<file path="config.mk">
export PLATFORM = sky130hd
export DESIGN_NAME = message_sampler_rate_limit
export DESIGN_NICKNAME = d
export VERILOG_FILES = /design/src/rtl/core/msrl_pkg.sv /design/src/rtl/core/msrl_lcg.sv /design/src/rtl/core/msrl_decide.sv /design/src/rtl/core/message_sampler_rate_limit.sv
export VERILOG_INCLUDE_DIRS = /design/src /design/src/rtl/core
export SDC_FILE = /design/constraint.sdc
export NUM_CORES = 2
export LEC_CHECK = 0
export BUFFER_PORTS_ARGS = -buffer_cell sky130_fd_sc_hd__buf_2
export CORE_MARGIN = 4
export CORE_UTILIZATION = 65
export DETAILED_ROUTE_END_ITERATION = 6
export GPL_TIMING_DRIVEN = 0
export PLACE_DENSITY_LB_ADDON = 0.2
export SLEW_MARGIN = 20
export SYNTH_ARGS = -nofsm -noshare
export SYNTH_HDL_FRONTEND = slang
export SYNTH_SLANG_ARGS = --single-unit
</file>
<file path="constraint.sdc">
create_clock -name clk -period 14.1 [get_ports clk]
set_input_delay 0 -clock clk [delete_from_list [all_inputs] [get_ports clk]]
set_output_delay 0 -clock clk [all_outputs]
set_load 0.05 [all_outputs]
</file>
<file path="src/rtl/core/message_sampler_rate_limit_defines.svh">
// Assertion macros shared by the message sampler RTL.
// Included by the modules that carry concurrent checks; no other dependencies.
`ifndef MESSAGE_SAMPLER_RATE_LIMIT_DEFINES_SVH
`define MESSAGE_SAMPLER_RATE_LIMIT_DEFINES_SVH

// The consequent must hold in the same cycle as the antecedent.
`define MSRL_ASSERT_SAME(label, clk, rst, ante, cons, msg) \
  label: assert property (@(posedge clk) disable iff (rst) (ante) |-> (cons)) \
    else $error(msg);

// The consequent must hold in the cycle after the antecedent.
`define MSRL_ASSERT_NEXT(label, clk, rst, ante, cons, msg) \
  label: assert property (@(posedge clk) disable iff (rst) (ante) |=> (cons)) \
    else $error(msg);

`endif

</file>
<file path="src/rtl/core/msrl_pkg.sv">
// Types, codes and the LCG step function for the message sampler.
// Depends on nothing; used by every module of the block.
package msrl_pkg;

  localparam int unsigned LcgWidth  = 48;
  localparam int unsigned ProbWidth = 49;
  localparam int unsigned CountWidth = 32;

  localparam logic [34:0] LcgMult = 35'h5DEECE66D;
  localparam logic [47:0] LcgAdd  = 48'hB;

  typedef enum logic [2:0] {
    CfgSampleMode     = 3'd0,
    CfgEveryK         = 3'd1,
    CfgPassProbability = 3'd2,
    CfgMinPerSecond   = 3'd3,
    CfgMaxPerSecond   = 3'd4,
    CfgGeneratorSeed  = 3'd5,
    CfgCountStart     = 3'd6
  } cfg_index_t;

  typedef enum logic [1:0] {
    ReasonBelowMin    = 2'd0,
    ReasonSampled     = 2'd1,
    ReasonNotSampled  = 2'd2,
    ReasonOverMax     = 2'd3
  } reason_t;

  typedef struct packed {
    logic                   sample_mode;
    logic [CountWidth-1:0]  every_k;
    logic [ProbWidth-1:0]   pass_probability;
    logic [CountWidth-1:0]  min_per_second;
    logic [CountWidth-1:0]  max_per_second;
  } cfg_t;

  typedef struct packed {
    logic    verdict;
    reason_t reason;
  } result_t;

  // One LCG step modulo 2^48, split so that no partial product exceeds 24x35.
  function automatic logic [LcgWidth-1:0] lcg_advance(input logic [LcgWidth-1:0] x);
    logic [58:0] prod_lo;
    logic [47:0] prod_hi;
    prod_lo = 59'(x[23:0]) * 59'(LcgMult);
    prod_hi = 48'(x[47:24]) * 48'(LcgMult[23:0]);
    return prod_lo[47:0] + {prod_hi[23:0], 24'd0} + LcgAdd;
  endfunction

endpackage

</file>
<file path="src/rtl/core/msrl_lcg.sv">
// Random draw generator: holds the LCG state and its precomputed successor.
// Depends on msrl_pkg and the assertion macro header.
`include "message_sampler_rate_limit_defines.svh"

module msrl_lcg (
  input  logic                          clk,
  input  logic                          rst,
  input  logic                          seed_load,
  input  logic [msrl_pkg::LcgWidth-1:0] seed_value,
  input  logic                          draw_take,
  output logic [msrl_pkg::LcgWidth-1:0] draw
);

  logic [msrl_pkg::LcgWidth-1:0] lcg_state;
  logic [msrl_pkg::LcgWidth-1:0] lcg_ahead;
  logic [msrl_pkg::LcgWidth-1:0] mult_in;

  // The state's successor is precomputed; a seed load makes it stale.
  assign mult_in = draw_take ? lcg_ahead : lcg_state;
  assign draw    = lcg_ahead;

  always_ff @(posedge clk) begin
    if (rst) begin
      lcg_state <= '0;
    end else if (seed_load) begin
      lcg_state <= seed_value;
    end else if (draw_take) begin
      lcg_state <= lcg_ahead;
    end
  end

  always_ff @(posedge clk) begin
    lcg_ahead <= msrl_pkg::lcg_advance(mult_in);
  end

  `MSRL_ASSERT_NEXT(a_draw_advances, clk, rst, draw_take && !seed_load, lcg_state == $past(lcg_ahead), "LCG state did not advance to the drawn value")

endmodule

</file>
<file path="src/rtl/core/msrl_decide.sv">
// Per-second window, minimum pass, count or random sampling and maximum throttle.
// Depends on msrl_pkg and the assertion macro header.
`include "message_sampler_rate_limit_defines.svh"

module msrl_decide (
  input  logic                            clk,
  input  logic                            rst,
  input  logic                            take,
  input  logic [msrl_pkg::CountWidth-1:0] now_seconds,
  input  msrl_pkg::cfg_t                  cfg,
  input  logic                            count_load,
  input  logic [msrl_pkg::CountWidth-1:0] count_value,
  input  logic [msrl_pkg::LcgWidth-1:0]   draw,
  output logic                            draw_take,
  output msrl_pkg::result_t               result
);

  logic [msrl_pkg::CountWidth-1:0] window_second;
  logic [msrl_pkg::CountWidth-1:0] win_accepts;
  logic [msrl_pkg::CountWidth-1:0] win_accepts_next;
  logic [msrl_pkg::CountWidth-1:0] phase_counter;
  logic [msrl_pkg::CountWidth-1:0] phase_counter_next;

  logic                            new_window;
  logic [msrl_pkg::CountWidth-1:0] acc_cur;
  logic [msrl_pkg::CountWidth:0]   phase_inc;
  logic                            below_min;
  logic                            sampled;
  logic                            over_max;
  logic                            counted;

  always_comb begin
    new_window = now_seconds != window_second;
    acc_cur    = new_window ? '0 : win_accepts;
    below_min  = (cfg.min_per_second != '0) && (acc_cur < cfg.min_per_second);
    phase_inc  = {1'b0, phase_counter} + (msrl_pkg::CountWidth+1)'(1);
    if (cfg.sample_mode) begin
      sampled = {1'b0, draw} < cfg.pass_probability;
    end else begin
      sampled = phase_inc >= {1'b0, cfg.every_k};
    end
    over_max  = (cfg.max_per_second != '0) && (acc_cur >= cfg.max_per_second);
    counted   = below_min || (sampled && !over_max);
    draw_take = take && cfg.sample_mode && !below_min;

    if (counted && (acc_cur != '1)) begin
      win_accepts_next = acc_cur + msrl_pkg::CountWidth'(1);
    end else begin
      win_accepts_next = acc_cur;
    end

    phase_counter_next = phase_counter;
    if (!cfg.sample_mode && !below_min) begin
      phase_counter_next = sampled ? '0 : phase_inc[msrl_pkg::CountWidth-1:0];
    end

    if (below_min) begin
      result.verdict = 1'b0;
      result.reason  = msrl_pkg::ReasonBelowMin;
    end else if (!sampled) begin
      result.verdict = 1'b1;
      result.reason  = msrl_pkg::ReasonNotSampled;
    end else if (over_max) begin
      result.verdict = 1'b1;
      result.reason  = msrl_pkg::ReasonOverMax;
    end else begin
      result.verdict = 1'b0;
      result.reason  = msrl_pkg::ReasonSampled;
    end
  end

  always_ff @(posedge clk) begin
    if (rst) begin
      window_second <= '0;
      win_accepts   <= '0;
      phase_counter <= '0;
    end else begin
      if (take) begin
        window_second <= now_seconds;
        win_accepts   <= win_accepts_next;
      end
      if (count_load) begin
        phase_counter <= count_value;
      end else if (take) begin
        phase_counter <= phase_counter_next;
      end
    end
  end

  `MSRL_ASSERT_SAME(a_over_needs_max, clk, rst, take && result.reason == msrl_pkg::ReasonOverMax, cfg.max_per_second != '0, "Throttled without a maximum")
  `MSRL_ASSERT_NEXT(a_count_monotonic, clk, rst, take && !new_window, win_accepts >= $past(win_accepts), "Accepted count fell within a window")

endmodule

</file>
<file path="src/rtl/core/message_sampler_rate_limit.sv">
// Message sampler with per-second minimum and maximum: top level.
// Depends on msrl_pkg, msrl_lcg, msrl_decide and the assertion macro header.
// The input is registered; its result is then registered into m_tdata when the output is free.
// Throughput: one message per cycle unless the output stalls; the LCG successor is precomputed.
// Reset (rst, synchronous): the configuration takes its defaults, window and counts clear.
// After reset or a seed write the draw lookahead is stale until recomputed from the new state.
`include "message_sampler_rate_limit_defines.svh"

module message_sampler_rate_limit (
  input  logic        clk,
  input  logic        rst,
  input  logic        s_tvalid,
  output logic        s_tready,
  input  logic [31:0] s_tdata,    // [31:0] now_seconds
  output logic        m_tvalid,
  input  logic        m_tready,
  output logic [7:0]  m_tdata,    // [0] verdict, [2:1] reason, [7:3] zero
  input  logic        cfg_valid,
  output logic        cfg_ready,
  input  logic [2:0]  cfg_index,
  input  logic [48:0] cfg_data
);

  msrl_pkg::cfg_t    cfg;
  msrl_pkg::result_t result;

  logic                            in_valid;
  logic [msrl_pkg::CountWidth-1:0] in_now;
  logic                            advance;
  logic                            cfg_write;
  logic                            seed_load;
  logic                            count_load;
  logic                            draw_take;
  logic [msrl_pkg::LcgWidth-1:0]   draw;

  assign cfg_ready = 1'b1;
  assign cfg_write = cfg_valid && cfg_ready;
  assign seed_load  = cfg_write && (cfg_index == msrl_pkg::CfgGeneratorSeed);
  assign count_load = cfg_write && (cfg_index == msrl_pkg::CfgCountStart);

  assign advance  = in_valid && (!m_tvalid || m_tready);
  assign s_tready = !in_valid || advance;

  always_ff @(posedge clk) begin
    if (rst) begin
      cfg.sample_mode      <= 1'b0;
      cfg.every_k          <= msrl_pkg::CountWidth'(1);
      cfg.pass_probability <= {1'b1, {msrl_pkg::LcgWidth{1'b0}}};
      cfg.min_per_second   <= '0;
      cfg.max_per_second   <= '0;
    end else if (cfg_write) begin
      case (cfg_index)
        msrl_pkg::CfgSampleMode:      cfg.sample_mode      <= cfg_data[0];
        msrl_pkg::CfgEveryK:          cfg.every_k          <= cfg_data[31:0];
        msrl_pkg::CfgPassProbability: cfg.pass_probability <= cfg_data;
        msrl_pkg::CfgMinPerSecond:    cfg.min_per_second   <= cfg_data[31:0];
        msrl_pkg::CfgMaxPerSecond:    cfg.max_per_second   <= cfg_data[31:0];
        default: ;
      endcase
    end
  end

  always_ff @(posedge clk) begin
    if (rst) begin
      in_valid <= 1'b0;
    end else if (s_tready) begin
      in_valid <= s_tvalid;
    end
  end

  always_ff @(posedge clk) begin
    if (s_tvalid && s_tready) begin
      in_now <= s_tdata;
    end
  end

  always_ff @(posedge clk) begin
    if (rst) begin
      m_tvalid <= 1'b0;
    end else if (advance) begin
      m_tvalid <= 1'b1;
    end else if (m_tready) begin
      m_tvalid <= 1'b0;
    end
  end

  always_ff @(posedge clk) begin
    if (advance) begin
      m_tdata <= {5'd0, result.reason, result.verdict};
    end
  end

  msrl_lcg u_lcg (
    .clk        (clk),
    .rst        (rst),
    .seed_load  (seed_load),
    .seed_value (cfg_data[msrl_pkg::LcgWidth-1:0]),
    .draw_take  (draw_take),
    .draw       (draw)
  );

  msrl_decide u_decide (
    .clk         (clk),
    .rst         (rst),
    .take        (advance),
    .now_seconds (in_now),
    .cfg         (cfg),
    .count_load  (count_load),
    .count_value (cfg_data[msrl_pkg::CountWidth-1:0]),
    .draw        (draw),
    .draw_take   (draw_take),
    .result      (result)
  );

  `MSRL_ASSERT_SAME(a_pass_reason, clk, rst, m_tvalid && !m_tdata[0], m_tdata[2:1] == msrl_pkg::ReasonBelowMin || m_tdata[2:1] == msrl_pkg::ReasonSampled, "Pass verdict with a drop reason")

endmodule

</file>
==> impl_metrics.csv <==
group,metric,value,unit
route,wl_per_cell,21.40,um
place,numPortBuffers,92,
critical_path,crit_path_frequent_cell,"fa_1",
place,hpwl,88.43,mm
layout,drive_gt1_frac,0.05998,
sta,fmax,73.34,MHz
global_routing,grt_pass1_wl,171.8,mm
clock_network,worstSkewPairLatency,540,ps
route,first_iter_violations,2372,
clock_network,cts.clk_slew.worst_paths,70,ps
critical_path,crit_path_end_kind,"flop",
die,die_width,248.7,um
die,rows,87,
synthesis,synth-main-ff-cell,"dfxtp_1",
die,die_y,248.7,um
power,power_leakage,19.75,nW
global_routing,grt_pass1_vias,31042,
sta,worst_slew_pin_slew,1023,ps
flow_run,max_cap_viol_count,0,
layout,multi_input_area,26410,sq um
route,first_pass_iters,7,
synthesis,synth-seq-cells,374,
critical_path,crit_required,14500,ps
clock_network,cts_made_buffers,36,
clock_network,cts_tree,"built",
critical_path,ff2ff_setup_slack,470,ps
sta,min_period,13630,ps
run_status,outcome,"finished, violations left",
critical_path,cpPeakStageDelay,530,ps
critical_path,path_max_fanout,10,
worst_hold_path,hold_class,"primary input to flop",
die,io_pins,100,
run_status,failed_checks,"design-rule violations",
layout,nNetsFinal,5386,
sta,skew,17.51,ps
critical_path,arrival,14040,ps
sta,fin_hold_ws,47.48,ps
synthesis,yosys_warnings,0,
clock_network,clock-sinks,374,
clock_network,ctsRootBufferMaster,"clkbuf_16",
synthesis,yosysSeqAreaShare,0.2079,
die,core,56820,sq um
synthesis,synth.distinct_cells,78,
global_routing,grt_antenna_before_repair,3,
clock_network,cts.path.max_buffers,3,
critical_path,critPathKind,"flop to flop",
critical_path,crit_slowest_cell,"fa_1",
layout,fin_cells,5126,
power,powerDensity,123.4,nW/um^2
die,dieArea,61850,sq um
sta,slew_headroom,0.2986,
sta,hold_viol_final,0,
power,ir_worst_vdd,0.2362,mV
sta,drv_slew,0,
synthesis,synth_edf_count,34,
sta,finalSetupViolCount,0,
global_routing,overflow,0,
place,gp_congestion,1.045,
synthesis,avgSynthCellArea,9.153,sq um
synthesis,synth-async-reset-ratio,0,
layout,areaGrowthSynthToFinish,10.31,%
layout,regArea,7828,sq um
route,ant_nets,0,
sta,period_share,0.9670,
route,routed_wl,109.7,mm
route,via_per_inst,5.839,
global_routing,grt_max_degree,33,
route,vias,29929,
global_routing,track_usage,0.3521,
route,drc_errors,1,
clock_network,htree_levels,2,
synthesis,netlist_area,37660,sq um
critical_path,critPathLaunchType,"flop",
synthesis,syn_inst,4114,
place,dp.cells,4966,
die,start_util,0.6627,
layout,num-fill-cells,4241,
==> layer usage <==
layer	part of all wire	routed length (um)	vias to the layer above	GRT usage
met5	0.00012	13	-	0
met4	0.059	6519	2	0.1640
met3	0.079	8642	375	0.05513
met2	0.47	51600	1363	0.5907
met1	0.39	42940	14491	0.4517
li1	-	-	13698	-
==> final cells by class <==
| cell class | count | share of cell area |
|---|---|---|
| clock inverter | 15 | 0.005241 |
| tap | 756 | 0.02277 |
| buffer | 134 | 0.01416 |
| antenna | 2 | 0.0001205 |
| inverter | 834 | 0.07536 |
| timing repair buffer | 187 | 0.03355 |
| clock buffer | 49 | 0.02458 |
| multi-input combinational | 2775 | 0.6358 |
| sequential | 374 | 0.1884 |
==> timing repair <==
item                                    CTS  global route
endpoints found under the setup margin   15            12
hold buffers                             88             0
pin swaps                                 3             4
gates cloned                              0             0
resized for setup                        26            35
setup buffers                             3             4
hold endpoints to repair                261             0
==> flip-flops by register name, indices dropped and copies added, names as in the netlist <==
| name | cells |
|---|---|
| cfg | 146 |
| u_lcg.draw | 48 |
| u_lcg.lcg_state | 48 |
| in_now | 32 |
| u_decide.phase_counter | 32 |
| u_decide.win_accepts | 32 |
| u_decide.window_second | 32 |
| m_tdata | 2 |
| in_valid | 1 |
| m_tvalid | 1 |
==> through the flow <==
step / cell area (sq um) / TNS (ps) / utilization / setup WS (ps) / power [mW]
after floorplan: 37670 / 0 / - / 1543 / 3.131
after global placement: 39080 / -15730 / 0.6877 / -1902 / 3.897
after detailed placement: 39080 / -16260 / 0.6878 / -1886 / 3.942
after CTS: 41340 / 0 / 0.7275 / 11.05 / 5.025
after global routing: 41540 / -71.27 / 0.7311 / -35.65 / 5.481
final: 41540 / 0 / 0.7311 / 465.5 / 5.124
==> path summary, 6_finish.rpt <==
check / start / endpoint / cells past startpoint
max: in_now[8]$_DFFE_PP_ / u_lcg.draw[45]$_DFF_P_ / 49
min: cfg_index[2] / cfg[145]$_SDFFE_PP0P_ / 5
min reg2reg: cfg[96]$_SDFFE_PP0P_ / cfg[96]$_SDFFE_PP0P_ / 2
max reg2reg: in_now[8]$_DFFE_PP_ / u_lcg.draw[45]$_DFF_P_ / 49
==> cells in the mapped netlist, drive strengths merged (10+ instances only) <==
master | instances | area [sq um]
a21o | 68 | 510.5
nor2 | 162 | 618.1
xor2 | 73 | 654.4
nand2 | 450 | 1689
ha | 475 | 5943
nand3 | 80 | 417.9
or2 | 10 | 62.56
inv | 833 | 3127
nor2b | 20 | 125.1
clkbuf | 113 | 424.2
a21oi | 293 | 1470
a31oi | 17 | 112.6
nor4 | 31 | 193.9
nand4 | 40 | 250.2
and2 | 35 | 219.0
nor3 | 27 | 135.1
xnor2 | 103 | 902.1
buf | 22 | 137.6
a311oi | 14 | 122.6
mux2 | 25 | 281.5
nand2b | 13 | 81.33
fa | 480 | 9609
o21ai | 67 | 335.3
a211oi | 53 | 402.9
and3 | 39 | 244.0
mux2i | 52 | 545.5
edfxtp | 34 | 1021
dfxtp | 340 | 6807
==> where the power goes <==
part	switching, mW	total, mW	internal, mW	leakage, nW
Combinational	1.73	2.81	1.08	16.0
Clock	0.428	1.03	0.603	0.607
Sequential	0.101	1.29	1.19	3.10
==> logic make-up (layout without fill, tap and decap cells) <==
| kind of cell | Yosys count | in the layout | synth area share |
|---|---|---|---|
| other cells | 2 | 8 | 0.0001994 |
| compound gates | 613 | 613 | 0.1016 |
| flops | 374 | 374 | 0.2079 |
| fa+ha+maj | 955 | 955 | 0.4130 |
| simple gates | 948 | 948 | 0.1160 |
| mux | 77 | 77 | 0.02196 |
| buf+inv | 969 | 1219 | 0.09805 |
| xor+xnor | 176 | 176 | 0.04133 |
==> cell usage in the layout (no fill, tap or decap), types with 13 or more instances in the layout <==
cell type,count
a311oi_1,14
dfxtp_1,340
xnor2_1,102
buf_4,16
fa_1,480
clkbuf_1,116
nand2b_1,13
o21ai_0,63
a211oi_1,52
nand4_1,40
xor2_1,70
mux2_2,25
a21oi_1,292
nor3_1,27
nor2_1,159
and3_1,39
a21o_1,68
inv_1,833
a31oi_1,16
dlygate4sd3_1,88
nand2_1,450
nor2b_1,20
edfxtp_1,34
nand3_1,78
buf_2,96
and2_1,34
nor4_1,25
clkbuf_16,37
ha_1,474
mux2i_1,39
==> worst max-delay path, delay by kind of cell, from the launching register on <==
| family | cells | cell delay [ps] |
|---|---|---|
| AND/OR/NAND/NOR | 13 | 2750 |
| flip-flops | 1 | 420 |
| XOR/XNOR | 3 | 780 |
| adder cells (fa/ha/maj) | 14 | 5900 |
| multiplexers | 1 | 390 |
| AO/OA/AOI/OAI | 6 | 1360 |
| buffers and inverters | 12 | 1860 |
No activity file was read; power rests on OpenSTA's default activity.
